File: config.mk
export PLATFORM = sky130hd
export DESIGN_NAME = hid_keyboard_report_to_key_events
export DESIGN_NICKNAME = d
export VERILOG_FILES = /design/src/hw/rtl/kbd_pkg.sv /design/src/hw/rtl/kbd_state_ram.sv /design/src/hw/rtl/kbd_event_gen.sv /design/src/hw/rtl/hid_keyboard_report_to_key_events.sv
export SDC_FILE = /design/constraint.sdc
export NUM_CORES = 1
export LEC_CHECK = 0
export BUFFER_PORTS_ARGS = -buffer_cell sky130_fd_sc_hd__buf_2
export CAP_MARGIN = 40
export CORE_ASPECT_RATIO = 1.1
export CORE_MARGIN = 8
export CORE_UTILIZATION = 28
export DETAILED_ROUTE_END_ITERATION = 10
export GPL_ROUTABILITY_DRIVEN = 1
export PLACE_DENSITY_LB_ADDON = 0.12
export SLEW_MARGIN = 20
export SYNTH_ARGS = -nofsm -noshare
export SYNTH_HDL_FRONTEND = slang
export SYNTH_SLANG_ARGS = --single-unit
export TNS_END_PERCENT = 100
File: constraint.sdc
create_clock -name clk -period 6.75 [get_ports clk]
set_input_delay 1.35 -clock clk [delete_from_list [all_inputs] [get_ports clk]]
set_output_delay 1.35 -clock clk [all_outputs]
set_load 0.1 [all_outputs]
File: src/hw/rtl/kbd_pkg.sv
`default_nettype none
package kbd_pkg;

    localparam int KEY_SLOTS    = 6;
    localparam int INPUT_SLOTS  = 6;
    localparam int MOD_COUNT    = 8;
    localparam int MOD_W        = $clog2(MOD_COUNT);
    localparam int MOD_BASE     = 224;
    localparam int RESERVED_MAX = 3;

    localparam int SYNC_POS = MOD_COUNT + 2 * KEY_SLOTS;
    localparam int POS_W    = $clog2(SYNC_POS + 1);
    localparam int SLOT_W   = (KEY_SLOTS > 1) ? $clog2(KEY_SLOTS) : 1;

    localparam int IN_DATA_W  = 8 * (1 + INPUT_SLOTS);
    localparam int OUT_DATA_W = 24;

    typedef enum logic [1:0] {
        EV_KEY     = 2'd0,
        EV_UNKNOWN = 2'd1,
        EV_SYNC    = 2'd2
    } event_kind_t;

    typedef enum logic [1:0] {
        XFER_OK    = 2'd0,
        XFER_STOP  = 2'd1,
        XFER_ERROR = 2'd2
    } xfer_status_t;

    typedef logic [KEY_SLOTS-1:0][7:0] slots_t;

    typedef struct packed {
        logic [7:0]           mods;
        slots_t               old_keys;
        slots_t               new_keys;
        logic [KEY_SLOTS-1:0] rel;
        logic [KEY_SLOTS-1:0] prs;
    } load_t;

    localparam logic [7:0] SCAN_MAP [0:255] = '{
        8'd0,   8'd0,   8'd0,   8'd0,   8'd30,  8'd48,  8'd46,  8'd32,
        8'd18,  8'd33,  8'd34,  8'd35,  8'd23,  8'd36,  8'd37,  8'd38,
        8'd50,  8'd49,  8'd24,  8'd25,  8'd16,  8'd19,  8'd31,  8'd20,
        8'd22,  8'd47,  8'd17,  8'd45,  8'd21,  8'd44,  8'd2,   8'd3,
        8'd4,   8'd5,   8'd6,   8'd7,   8'd8,   8'd9,   8'd10,  8'd11,
        8'd28,  8'd1,   8'd14,  8'd15,  8'd57,  8'd12,  8'd13,  8'd26,
        8'd27,  8'd43,  8'd43,  8'd39,  8'd40,  8'd41,  8'd51,  8'd52,
        8'd53,  8'd58,  8'd59,  8'd60,  8'd61,  8'd62,  8'd63,  8'd64,
        8'd65,  8'd66,  8'd67,  8'd68,  8'd87,  8'd88,  8'd99,  8'd70,
        8'd119, 8'd110, 8'd102, 8'd104, 8'd111, 8'd107, 8'd109, 8'd106,
        8'd105, 8'd108, 8'd103, 8'd69,  8'd98,  8'd55,  8'd74,  8'd78,
        8'd96,  8'd79,  8'd80,  8'd81,  8'd75,  8'd76,  8'd77,  8'd71,
        8'd72,  8'd73,  8'd82,  8'd83,  8'd86,  8'd127, 8'd116, 8'd117,
        8'd183, 8'd184, 8'd185, 8'd186, 8'd187, 8'd188, 8'd189, 8'd190,
        8'd191, 8'd192, 8'd193, 8'd194, 8'd134, 8'd138, 8'd130, 8'd132,
        8'd128, 8'd129, 8'd131, 8'd137, 8'd133, 8'd135, 8'd136, 8'd113,
        8'd115, 8'd114, 8'd0,   8'd0,   8'd0,   8'd121, 8'd0,   8'd89,
        8'd93,  8'd124, 8'd92,  8'd94,  8'd95,  8'd0,   8'd0,   8'd0,
        8'd122, 8'd123, 8'd90,  8'd91,  8'd85,  8'd0,   8'd0,   8'd0,
        8'd0,   8'd0,   8'd0,   8'd0,   8'd0,   8'd0,   8'd0,   8'd0,
        8'd0,   8'd0,   8'd0,   8'd0,   8'd0,   8'd0,   8'd0,   8'd0,
        8'd0,   8'd0,   8'd0,   8'd0,   8'd0,   8'd0,   8'd0,   8'd0,
        8'd0,   8'd0,   8'd0,   8'd0,   8'd0,   8'd0,   8'd0,   8'd0,
        8'd0,   8'd0,   8'd0,   8'd0,   8'd0,   8'd0,   8'd0,   8'd0,
        8'd0,   8'd0,   8'd0,   8'd0,   8'd0,   8'd0,   8'd0,   8'd0,
        8'd0,   8'd0,   8'd0,   8'd0,   8'd0,   8'd0,   8'd0,   8'd0,
        8'd0,   8'd0,   8'd0,   8'd0,   8'd0,   8'd0,   8'd0,   8'd0,
        8'd0,   8'd0,   8'd0,   8'd0,   8'd0,   8'd0,   8'd0,   8'd0,
        8'd29,  8'd42,  8'd56,  8'd125, 8'd97,  8'd54,  8'd100, 8'd126,
        8'd164, 8'd166, 8'd165, 8'd163, 8'd161, 8'd115, 8'd114, 8'd113,
        8'd150, 8'd158, 8'd159, 8'd128, 8'd136, 8'd177, 8'd178, 8'd176,
        8'd142, 8'd152, 8'd173, 8'd140, 8'd0,   8'd0,   8'd0,   8'd0
    };

    function automatic logic [7:0] scan_to_key(input logic [7:0] scan);
        return SCAN_MAP[scan];
    endfunction

endpackage
`default_nettype wire

File: src/hw/rtl/kbd_state_ram.sv
`default_nettype none
module kbd_state_ram (
    input  wire logic            clk,
    input  wire logic            rst_n,
    input  wire logic            rd_en,
    input  wire logic            wr_en,
    input  wire kbd_pkg::slots_t wr_data,
    output kbd_pkg::slots_t      rd_data
);

    kbd_pkg::slots_t mem_row [0:0];
    kbd_pkg::slots_t rd_data_reg;
    logic            valid_reg;

    // single row; unwritten row reads as zero
    always_ff @(posedge clk or negedge rst_n)
    begin
        if (!rst_n)
        begin
            valid_reg <= 1'b0;
        end
        else if (wr_en)
        begin
            valid_reg <= 1'b1;
        end
    end

    always_ff @(posedge clk)
    begin
        if (wr_en)
        begin
            mem_row[0] <= wr_data;
        end
    end

    // write-through on a same-cycle read
    always_ff @(posedge clk)
    begin
        if (rd_en)
        begin
            if (wr_en)
            begin
                rd_data_reg <= wr_data;
            end
            else if (valid_reg)
            begin
                rd_data_reg <= mem_row[0];
            end
            else
            begin
                rd_data_reg <= '0;
            end
        end
    end

    assign rd_data = rd_data_reg;

endmodule
`default_nettype wire

File: src/hw/rtl/kbd_event_gen.sv
`default_nettype none
module kbd_event_gen (
    input  wire logic           clk,
    input  wire logic           rst_n,
    input  wire logic           load,
    input  wire kbd_pkg::load_t ld,
    output logic                can_load,
    output logic                m_axis_tvalid,
    input  wire logic           m_axis_tready,
    output logic [kbd_pkg::OUT_DATA_W-1:0] m_axis_tdata, // key_code, scan_code, key_down
    output logic [1:0]          m_axis_tuser,            // event_kind
    output logic                m_axis_tlast
);

    logic                         busy_reg, busy_next;
    logic [kbd_pkg::POS_W-1:0]    pos_reg, pos_next;
    kbd_pkg::load_t               rep_reg;

    logic                         out_valid_reg, out_valid_next;
    kbd_pkg::event_kind_t         out_kind_reg;
    logic [7:0]                   out_key_reg;
    logic [7:0]                   out_scan_reg;
    logic                         out_down_reg;
    logic                         out_last_reg;

    logic                         advance;
    logic                         at_end;
    logic [kbd_pkg::POS_W-1:0]    off;
    logic [kbd_pkg::SLOT_W-1:0]   idx;
    logic                         has_event;
    logic [7:0]                   ev_scan;
    logic                         ev_down;
    logic                         ev_sync;
    logic [7:0]                   ev_key;

    assign advance  = busy_reg && (!out_valid_reg || m_axis_tready);
    assign at_end   = (pos_reg == kbd_pkg::POS_W'(kbd_pkg::SYNC_POS));
    assign can_load = !busy_reg || (advance && at_end);

    assign off = pos_reg - kbd_pkg::POS_W'(kbd_pkg::MOD_COUNT);
    assign idx = off[kbd_pkg::SLOT_W:1];

    always_comb
    begin
        has_event = 1'b0;
        ev_scan   = 8'd0;
        ev_down   = 1'b0;
        ev_sync   = 1'b0;
        if (pos_reg < kbd_pkg::POS_W'(kbd_pkg::MOD_COUNT))
        begin
            has_event = 1'b1;
            ev_scan   = 8'(kbd_pkg::MOD_BASE)
                      + 8'(pos_reg[kbd_pkg::MOD_W-1:0]);
            ev_down   = rep_reg.mods[pos_reg[kbd_pkg::MOD_W-1:0]];
        end
        else if (!at_end)
        begin
            if (off[0])
            begin
                has_event = rep_reg.prs[idx];
                ev_scan   = rep_reg.new_keys[idx];
                ev_down   = 1'b1;
            end
            else
            begin
                has_event = rep_reg.rel[idx];
                ev_scan   = rep_reg.old_keys[idx];
            end
        end
        else
        begin
            has_event = 1'b1;
            ev_sync   = 1'b1;
        end
    end

    assign ev_key = kbd_pkg::scan_to_key(ev_scan);

    always_comb
    begin
        pos_next  = pos_reg;
        busy_next = busy_reg;
        if (load)
        begin
            pos_next  = '0;
            busy_next = 1'b1;
        end
        else if (advance)
        begin
            pos_next  = pos_reg + 1'b1;
            busy_next = !at_end;
        end
    end

    always_comb
    begin
        out_valid_next = out_valid_reg;
        if (advance && has_event)
        begin
            out_valid_next = 1'b1;
        end
        else if (m_axis_tready)
        begin
            out_valid_next = 1'b0;
        end
    end

    always_ff @(posedge clk or negedge rst_n)
    begin
        if (!rst_n)
        begin
            busy_reg      <= 1'b0;
            pos_reg       <= '0;
            out_valid_reg <= 1'b0;
        end
        else
        begin
            busy_reg      <= busy_next;
            pos_reg       <= pos_next;
            out_valid_reg <= out_valid_next;
        end
    end

    always_ff @(posedge clk)
    begin
        if (load)
        begin
            rep_reg <= ld;
        end
        if (advance && has_event)
        begin
            out_last_reg <= ev_sync;
            out_down_reg <= ev_down;
            if (ev_sync)
            begin
                out_kind_reg <= kbd_pkg::EV_SYNC;
                out_key_reg  <= 8'd0;
                out_scan_reg <= 8'd0;
            end
            else
            begin
                out_kind_reg <= (ev_key == 8'd0) ? kbd_pkg::EV_UNKNOWN : kbd_pkg::EV_KEY;
                out_key_reg  <= ev_key;
                out_scan_reg <= ev_scan;
            end
        end
    end

    assign m_axis_tvalid = out_valid_reg;
    assign m_axis_tdata  = {7'd0, out_down_reg, out_scan_reg, out_key_reg};
    assign m_axis_tuser  = out_kind_reg;
    assign m_axis_tlast  = out_last_reg;

endmodule
`default_nettype wire

File: src/hw/rtl/hid_keyboard_report_to_key_events.sv
// Boot keyboard report decoder.
// s_axis: one report per word. tdata carries modifier_bits and key slots
// a..f, tuser the transfer status. A nonzero status drops the word with no
// events and no change to the stored slots.
// m_axis: one key event per word. tdata carries key_code, scan_code and
// key_down, tuser the event kind, tlast marks the sync event that closes
// each good report.
// A report passes the input stage, then the generator, which registers
// each event it offers. The generator walks 8 modifier steps, two steps
// per key slot and one sync step, so a good report occupies it for every
// step however few events it yields; a dropped report leaves from the
// input stage. One further report is held there while the generator runs.
// The previous slots live in a one-row synchronous store, read on accept
// and written as a report enters the generator, with write-through.
// Reset empties both stages and makes the stored slots read as zero.
// A stall on m_axis freezes the generator; the input stage then fills
// and s_axis_tready drops.
`default_nettype none
module hid_keyboard_report_to_key_events (
    input  wire logic       clk,
    input  wire logic       rst_n,
    input  wire logic       s_axis_tvalid,
    output logic            s_axis_tready,
    input  wire logic [kbd_pkg::IN_DATA_W-1:0] s_axis_tdata, // modifier_bits, key_slot_a..f
    input  wire logic [1:0] s_axis_tuser,                    // transfer_status
    output logic            m_axis_tvalid,
    input  wire logic       m_axis_tready,
    output logic [kbd_pkg::OUT_DATA_W-1:0] m_axis_tdata, // key_code, scan_code, key_down
    output logic [1:0]      m_axis_tuser,                // event_kind
    output logic            m_axis_tlast
);

    logic            accept;
    kbd_pkg::slots_t in_keys;

    logic            s1_valid_reg, s1_valid_next;
    logic            s1_good_reg;
    logic [7:0]      s1_mods_reg;
    kbd_pkg::slots_t s1_keys_reg;

    kbd_pkg::slots_t old_keys;
    logic            can_load;
    logic            load;
    logic            drop;
    kbd_pkg::load_t  ld;

    for (genvar g = 0; g < kbd_pkg::KEY_SLOTS; g++)
    begin : g_in
        if (g < kbd_pkg::INPUT_SLOTS)
        begin : g_used
            assign in_keys[g] = s_axis_tdata[8 + 8 * g +: 8];
        end
        else
        begin : g_pad
            assign in_keys[g] = 8'd0;
        end
    end

    assign load          = s1_valid_reg && s1_good_reg && can_load;
    assign drop          = s1_valid_reg && !s1_good_reg;
    assign s_axis_tready = !s1_valid_reg || load || drop;
    assign accept        = s_axis_tvalid && s_axis_tready;

    always_comb
    begin
        s1_valid_next = s1_valid_reg;
        if (accept)
        begin
            s1_valid_next = 1'b1;
        end
        else if (load || drop)
        begin
            s1_valid_next = 1'b0;
        end
    end

    always_ff @(posedge clk or negedge rst_n)
    begin
        if (!rst_n)
        begin
            s1_valid_reg <= 1'b0;
        end
        else
        begin
            s1_valid_reg <= s1_valid_next;
        end
    end

    always_ff @(posedge clk)
    begin
        if (accept)
        begin
            s1_good_reg <= (s_axis_tuser == kbd_pkg::XFER_OK);
            s1_mods_reg <= s_axis_tdata[7:0];
            s1_keys_reg <= in_keys;
        end
    end

    kbd_state_ram u_ram (
        .clk     (clk),
        .rst_n   (rst_n),
        .rd_en   (accept),
        .wr_en   (load),
        .wr_data (s1_keys_reg),
        .rd_data (old_keys)
    );

    // release: old code above RESERVED_MAX gone from new report; press: new code above RESERVED_MAX not in old
    always_comb
    begin
        ld.mods     = s1_mods_reg;
        ld.old_keys = old_keys;
        ld.new_keys = s1_keys_reg;
        for (int i = 0; i < kbd_pkg::KEY_SLOTS; i++)
        begin
            ld.rel[i] = (old_keys[i] > 8'(kbd_pkg::RESERVED_MAX));
            ld.prs[i] = (s1_keys_reg[i] > 8'(kbd_pkg::RESERVED_MAX));
            for (int j = 0; j < kbd_pkg::KEY_SLOTS; j++)
            begin
                if (s1_keys_reg[j] == old_keys[i])
                begin
                    ld.rel[i] = 1'b0;
                end
                if (old_keys[j] == s1_keys_reg[i])
                begin
                    ld.prs[i] = 1'b0;
                end
            end
        end
    end

    kbd_event_gen u_gen (
        .clk           (clk),
        .rst_n         (rst_n),
        .load          (load),
        .ld            (ld),
        .can_load      (can_load),
        .m_axis_tvalid (m_axis_tvalid),
        .m_axis_tready (m_axis_tready),
        .m_axis_tdata  (m_axis_tdata),
        .m_axis_tuser  (m_axis_tuser),
        .m_axis_tlast  (m_axis_tlast)
    );

endmodule
`default_nettype wire

# == Yosys cells after proc, flatten, opt, wreduce, memory -nomap -nowiden ==
# Memory sizes are Yosys's and may differ from the RTL's.
# Cells that the tools add are included.
# totals
regBits,250
ram_bits,48
romBits,2048
output_inout_bits,29
word_cells,214
n_memories,2
# classes
add_sub_neg,3
n_lt_le_gt_ge,16
eq_ne,73
mux,36
bitwise,1
n_reduce_logical,34
# mem_list
memory,depth,word_bits,read_ports,rd_ports_with_merged_regs,write_ports,line_no,rtl
(no name shown),256,8,1,0,0,kbd_pkg.sv:76,return SCAN_MAP[scan];
u_ram.mem_row,1,48,1,0,1,kbd_state_ram.sv:11,kbd_pkg::slots_t mem_row [0:0];
# op_table
op,n
$eq 8x8->1,72
$gt 8x2->1 const B,12
$mux 48,2
$reduce_or 6->1,12
$mux 8,7
$bmux 8 s3,2
$mux 1,20
$mux 5,2
$bmux 1 s3,3
$ge 9x9->1 const B,1
$not 8->9,1
$logic_not 8->1,1
$lt 3x4->1 const B,2
$add 6x4->7 const A,1
$logic_and 1x1->1,7
$reduce_bool 2->1,3
$add 5x1->5 const B,1
$eq 5x5->1 const B,1
$logic_not 1->1,5
$logic_or 1x1->1,5
$lt 5x4->1 const B,1
$sub 4x4->4 const B,1
$logic_not 2->1,1

# == Logic depth before layout (Yosys ltp) ==
# logic_depth
depth_word,12
ltp_mapped,18

# == Modules after synthesis ==
# Synthesis repeated with hierarchy kept, for this count alone.
# hier_totals
cells_unflattened,1385
hier_area_um2,16827.4
# modules_own_cells
mod,instances,cells_per_inst,area_per_inst_um2
kbd_event_gen,1,604,7668.6
hid_keyboard_report_to_key_events,1,621,5723.0
kbd_state_ram,1,160,3435.8

# == Worst setup path before layout ==
# OpenSTA, ideal clock, no wires.
# synth_path
path_kind,input port to flip-flop
from,in m_axis_tready
to,"reg u_gen.rep_reg[0] in the netlist's numbering, enable pin"
setup_ns,0.525
arrival_time_ns,5.409
slack_ns,0.816
stages,6
path_cell_list,inv_1 nand2_1 nand2_1 a21oi_1 clkbuf_1 buf_1
# synth_via
elab_chain_cells,5
# synth_lines
item,line_no,rtl
"start, declared",hid_keyboard_report_to_key_events.sv:27,"input wire logic m_axis_tready,"
$logic_or 1x1->1,kbd_event_gen.sv:36,assign advance = busy_reg && (!out_valid_reg || m_axis_tready);
$logic_and 1x1->1,kbd_event_gen.sv:36,
$logic_and 1x1->1,kbd_event_gen.sv:38,assign can_load = !busy_reg || (advance && at_end);
$logic_or 1x1->1,kbd_event_gen.sv:38,
$logic_and 1x1->1,hid_keyboard_report_to_key_events.sv:59,assign load = s1_valid_reg && s1_good_reg && can_load;
named net load,hid_keyboard_report_to_key_events.sv:43,logic load;
"end signal, assigned",kbd_event_gen.sv:128,rep_reg <= ld;
"end, declared",kbd_event_gen.sv:17,kbd_pkg::load_t rep_reg;
# The timed path passes the listed nets, and every way through them passes these cells.
# A chain may end at the register's enable or synchronous reset.

# == Final worst setup path ==
# layout_path
from,reg u_gen.pos_reg[3] in the netlist's numbering
to,"reg u_gen.out_kind_reg[0], in the netlist u_gen.m_axis_tuser[0] (data pin)"
# layout_via
elab_chain_cells,12
elab_cells_between_ends,18
# layout_lines
item,line_no,rtl
"start, declared",kbd_event_gen.sv:16,"logic [kbd_pkg::POS_W-1:0] pos_reg, pos_next;"
"start signal, assigned",kbd_event_gen.sv:119,pos_reg <= pos_next;
$sub 4x4->4,kbd_event_gen.sv:40,assign off = pos_reg - kbd_pkg::POS_W'(kbd_pkg::MOD_COUNT);
"$bmux 8 s3, on equally long branches","kbd_event_gen.sv:67, kbd_event_gen.sv:61",
"$mux 8, on equally long branches","kbd_event_gen.sv:67, kbd_event_gen.sv:61",
$mux 8,kbd_event_gen.sv:58,if (off[0])
$mux 8,kbd_event_gen.sv:56,else if (!at_end)
$mux 8 *,kbd_event_gen.sv:49,if (pos_reg < kbd_pkg::POS_W'(kbd_pkg::MOD_COUNT))
named net u_gen.ev_scan[1],kbd_event_gen.sv:31,logic [7:0] ev_scan;
$not 8->9 (implied by the code) *,kbd_pkg.sv:76,
$mem_v2 256x8 *,--,
$mux 8 (implied by the code) * (2 in series),kbd_pkg.sv:76,
$logic_not 8->1 *,kbd_event_gen.sv:142,out_kind_reg <= (ev_key == 8'd0) ? kbd_pkg::EV_UNKNOWN : kbd_pkg::EV_KEY;
$mux 1 *,kbd_event_gen.sv:142,
"end signal, assigned",kbd_event_gen.sv:136,out_kind_reg <= kbd_pkg::EV_SYNC;
"end signal, assigned",kbd_event_gen.sv:142,
"end, declared",kbd_event_gen.sv:20,kbd_pkg::event_kind_t out_kind_reg;
# The timed path passes the listed nets; every way through them passes the cells marked *. The select of a mux whose other input is x is not followed.

==> results_dict.tcl <==
set metrics [dict create \
    synth_warnings 0 \
    grt_use_met2_pct 31.7 \
    finalInstanceArea_um2 17400 \
    synth_area_um2 15500 \
    grt.busiest_layer "met2" \
    clockPowerShare_pct 17.8 \
    worst_path_most_repeated_cell "nor2_1" \
    status "completed" \
    worstPathMaxFanout 20 \
    fp.dieH_um 263 \
    die_x_um 240 \
    worstSetupStartpointType "flip-flop" \
    grt_setup_unrepaired "false" \
    power.leakage_uw 0.00614 \
    combPwrFrac_pct 54.6 \
    synth_top_area_cell "edfxtp_1" \
    ys_async_sr_fraction_pct 3.60 \
    crit_family "simple AND/OR/NAND/NOR gates" \
    cts_hold_buffers 0 \
    synth_ff_type "edfxtp_1" \
    totalWireLength_um 60200 \
    grt_pass1_wl_um 87000 \
    grt_max_degree 121 \
    synth_top_area_share_pct 46.7 \
    skew_ns 0.0249 \
    io_pins 91 \
    slowest_stage "dfrtp_1" \
    initial_core_util_pct 28.3 \
    clkLatencyLatePin_ns 0.59 \
    final_util_pct 31.7 \
    avgSynthCellArea_um2 10.5 \
    p_switching_uw 4540 \
    cts.repair.resized 0 \
    setup_ws_ns 1.60 \
    internal-power_uw 4390 \
    clk_pin_slew_ns 0.06 \
    p_sw_share_pct 50.8 \
    tightest_slew_ns 0.831 \
    post_cts_buffers 0 \
    fin_nets 1541 \
    first_pass_iters 5 \
    synth_edf_count 241 \
    min_path_type "flip-flop to flip-flop" \
    antenna_found_initial 1 \
    dieArea_um2 63200 \
    ys_ff_latch 250 \
    antennaDiodeCount 0 \
    placed_area_um2 16400 \
    critPathCaptureType "flip-flop" \
    grt_pass1_vias 11800 \
    syn_inst 1480 \
    setup_viol 0 \
    rows 90 \
    power_density_nw_per_um2 514 \
    period_share_pct 76.3 \
    vias 11500 \
    wl_per_cell_um 27.1 \
    crit_buf_inv 3 \
    cp_data_required_time_ns 7.05 \
    grt_remaining_overflow 0 \
    finalHoldViolations 0 \
    place_congestion 0.882 \
    drc 0 \
    cts_tree "built" \
    period_needed_ns 5.15 \
    worstPathArrival_ns 5.45 \
    yosys.cell_types.count 85 \
    cts_num_sinks 250 \
    use_met3_pct 2.40 \
    critical_path_class "flip-flop to flip-flop" \
    cp_cell_sequence "buf_4, or3b_1, nor2_1, or4_1, nand2_2, inv_2, ha_1, inv_1, nor2_1, a21oi_1, a22o_1, o311a_1, a31oi_1, nor4b_2" \
    grtUsageMet1_pct 24.1 \
    ir_worst_vdd_uv 227 \
    ys_seq_area_share_pct 48.1 \
    fmax_mhz 194 \
    vias_per_cell 5.20 \
    grt.total_usage_pct 18.5 \
    core-area_um2 54800 \
    ant_nets 0 \
    slew_headroom_pct 44.6 \
    slew_viol_final 0 \
    maxCapViolCount 0 \
    layout-drive-gt1-share_pct 13.4 \
    drtIter0Drc 970 \
    synth_area_leaders "edfxtp_1, xor2_1, nand2_1" \
    cts_buffers 31 \
    syn2layout_area_growth_pct 12.1 \
    pwr-share-seq_pct 27.5 \
    io_buffer_count 83 \
    dp_hpwl_um 43000 \
    htreeDepth 1 \
    largest_register_ffs 110 \
    critPathMaxStageDelay_ns 0.79 \
    setup_tns_ns 0 \
    place_ws_ns 1.66 \
    clockRootBuffer "clkbuf_16" \
    cts_buffer_depth 3 \
]
[worst register-to-register path, stage by stage, from the launching register on]
cell and delay, ns:
dfrtp_1 0.79, buf_4 0.35, or3b_1 0.46, nor2_1 0.17
or4_1 0.26, nand2_2 0.34, inv_2 0.38, ha_1 0.42
inv_1 0.17, nor2_1 0.16, a21oi_1 0.08, a22o_1 0.28
o311a_1 0.35, a31oi_1 0.54, nor4b_2 0.12
[routing by layer]
layer	share of wire [%]	up-vias
li1	-	5280
met1	42	5752
met2	50	403
met3	5.1	104
met4	3.0	0
met5	0	-
[power by group through the flow]
stage / sequential [µW] / clock [µW] / combinational, µW
2_1_floorplan: 2590 / 0 / 3100
3_3_place_gp: 2520 / 0 / 4890
3_5_place_dp: 2510 / 0 / 4800
4_1_cts: 2480 / 1650 / 4820
5_1_grt: 2480 / 1700 / 5190
6_report: 2460 / 1590 / 4880
[kinds of logic (layout without fill, tap and decap cells)]
| kind of cell | Yosys count | after routing | share of synthesized area (%) |
|---|---|---|---|
| adder cells (fa/ha/maj) | 17 | 17 | 1.37 |
| AO/OA/AOI/OAI | 240 | 240 | 10.6 |
| flip-flops | 250 | 250 | 48.1 |
| buffers and inverters | 188 | 187 | 5.50 |
| AND/OR/NAND/NOR | 439 | 439 | 13.8 |
| other | 1 | 7 | 0.0242 |
| multiplexers | 53 | 53 | 4.12 |
| XOR/XNOR | 292 | 292 | 16.5 |
[final timing paths]
path | startpoint | end | slack [ns] | cells past startpoint
min | s1_mods_reg[6] | u_gen.rep_reg[114] | 0.42 | 0
max reg2reg | u_gen.pos_reg[3] | u_gen.m_axis_tuser[0] | 1.60 | 14
max | u_gen.pos_reg[3] | u_gen.m_axis_tuser[0] | 1.60 | 14
max in group asynchronous | rst_n | u_gen.pos_reg[0] | 5.93 | 1
min reg2reg | s1_mods_reg[6] | u_gen.rep_reg[114] | 0.42 | 0
min in group asynchronous | rst_n | u_gen.m_axis_tvalid | 0.61 | 1
[cells in the mapped netlist, drive strengths merged, types with 10 or more instances]
cell type	count
o31ai	10
a31oi	10
o211ai	13
mux2i	38
buf	71
clkbuf	99
o21ai	86
a211oi	11
edfxtp	241
ha	17
nor4	75
xnor2	58
a21oi	35
nor2	59
xor2	234
nor3	20
or4	10
nand3	30
nand4	25
nand2	183
inv	17
[stage by stage]
step                      hold slack, ns  power (µW)  instances
after floorplan                    0.400        5690       1486
after global placement             0.412        7410       2159
after detailed placement           0.416        7310       2164
after CTS                          0.426        8950       2220
after global routing               0.441        9370       2221
final                              0.425        8930       2221
[placed cells by master, fill, tap and decap left out, types with 4 or more instances in the layout]
master     synthesis  final
clkbuf_16          0     31
or4_1             10     10
ha_1              17     17
a31oi_1           10      9
o2111ai_1          4      4
clkinv_1           1      8
mux4_2             8      8
o221ai_1           9      9
o21ai_0           82     82
clkbuf_1          99      8
clkinv_2           0      4
a32oi_1            4      4
buf_2             19     84
inv_1             10     10
nor4_1            74     73
nor2b_1            6      6
nand2b_1           5      5
o31ai_1           10     10
a211oi_1          11     11
xor2_1           234    234
dfrtp_1            9      7
xnor2_1           58     58
conb_1             1      7
o22ai_1            5      5
a221oi_1           4      4
nor3_1            20     20
o211ai_1          13     13
nand4_1           24     24
inv_2              7      7
nor2_1            57     57
nand2_1          182    182
mux2i_1           38     38
a21oi_1           35     34
edfxtp_1         241    241
nand3_1           30     30
mux2_2             5      5
o21ai_1            4      4
buf_4             17     23
[final cells by class]
cell class / count / area, µm²
clock buffer: 39 / 806
clock inverter: 17 / 154
fill: 5669 / 37400
inverter: 18 / 67.6
multi-input combinational: 1048 / 7260
sequential: 250 / 7460
tap: 736 / 921
timing repair buffer: 113 / 718
Note: power is estimated with default switching activity, not from simulation.
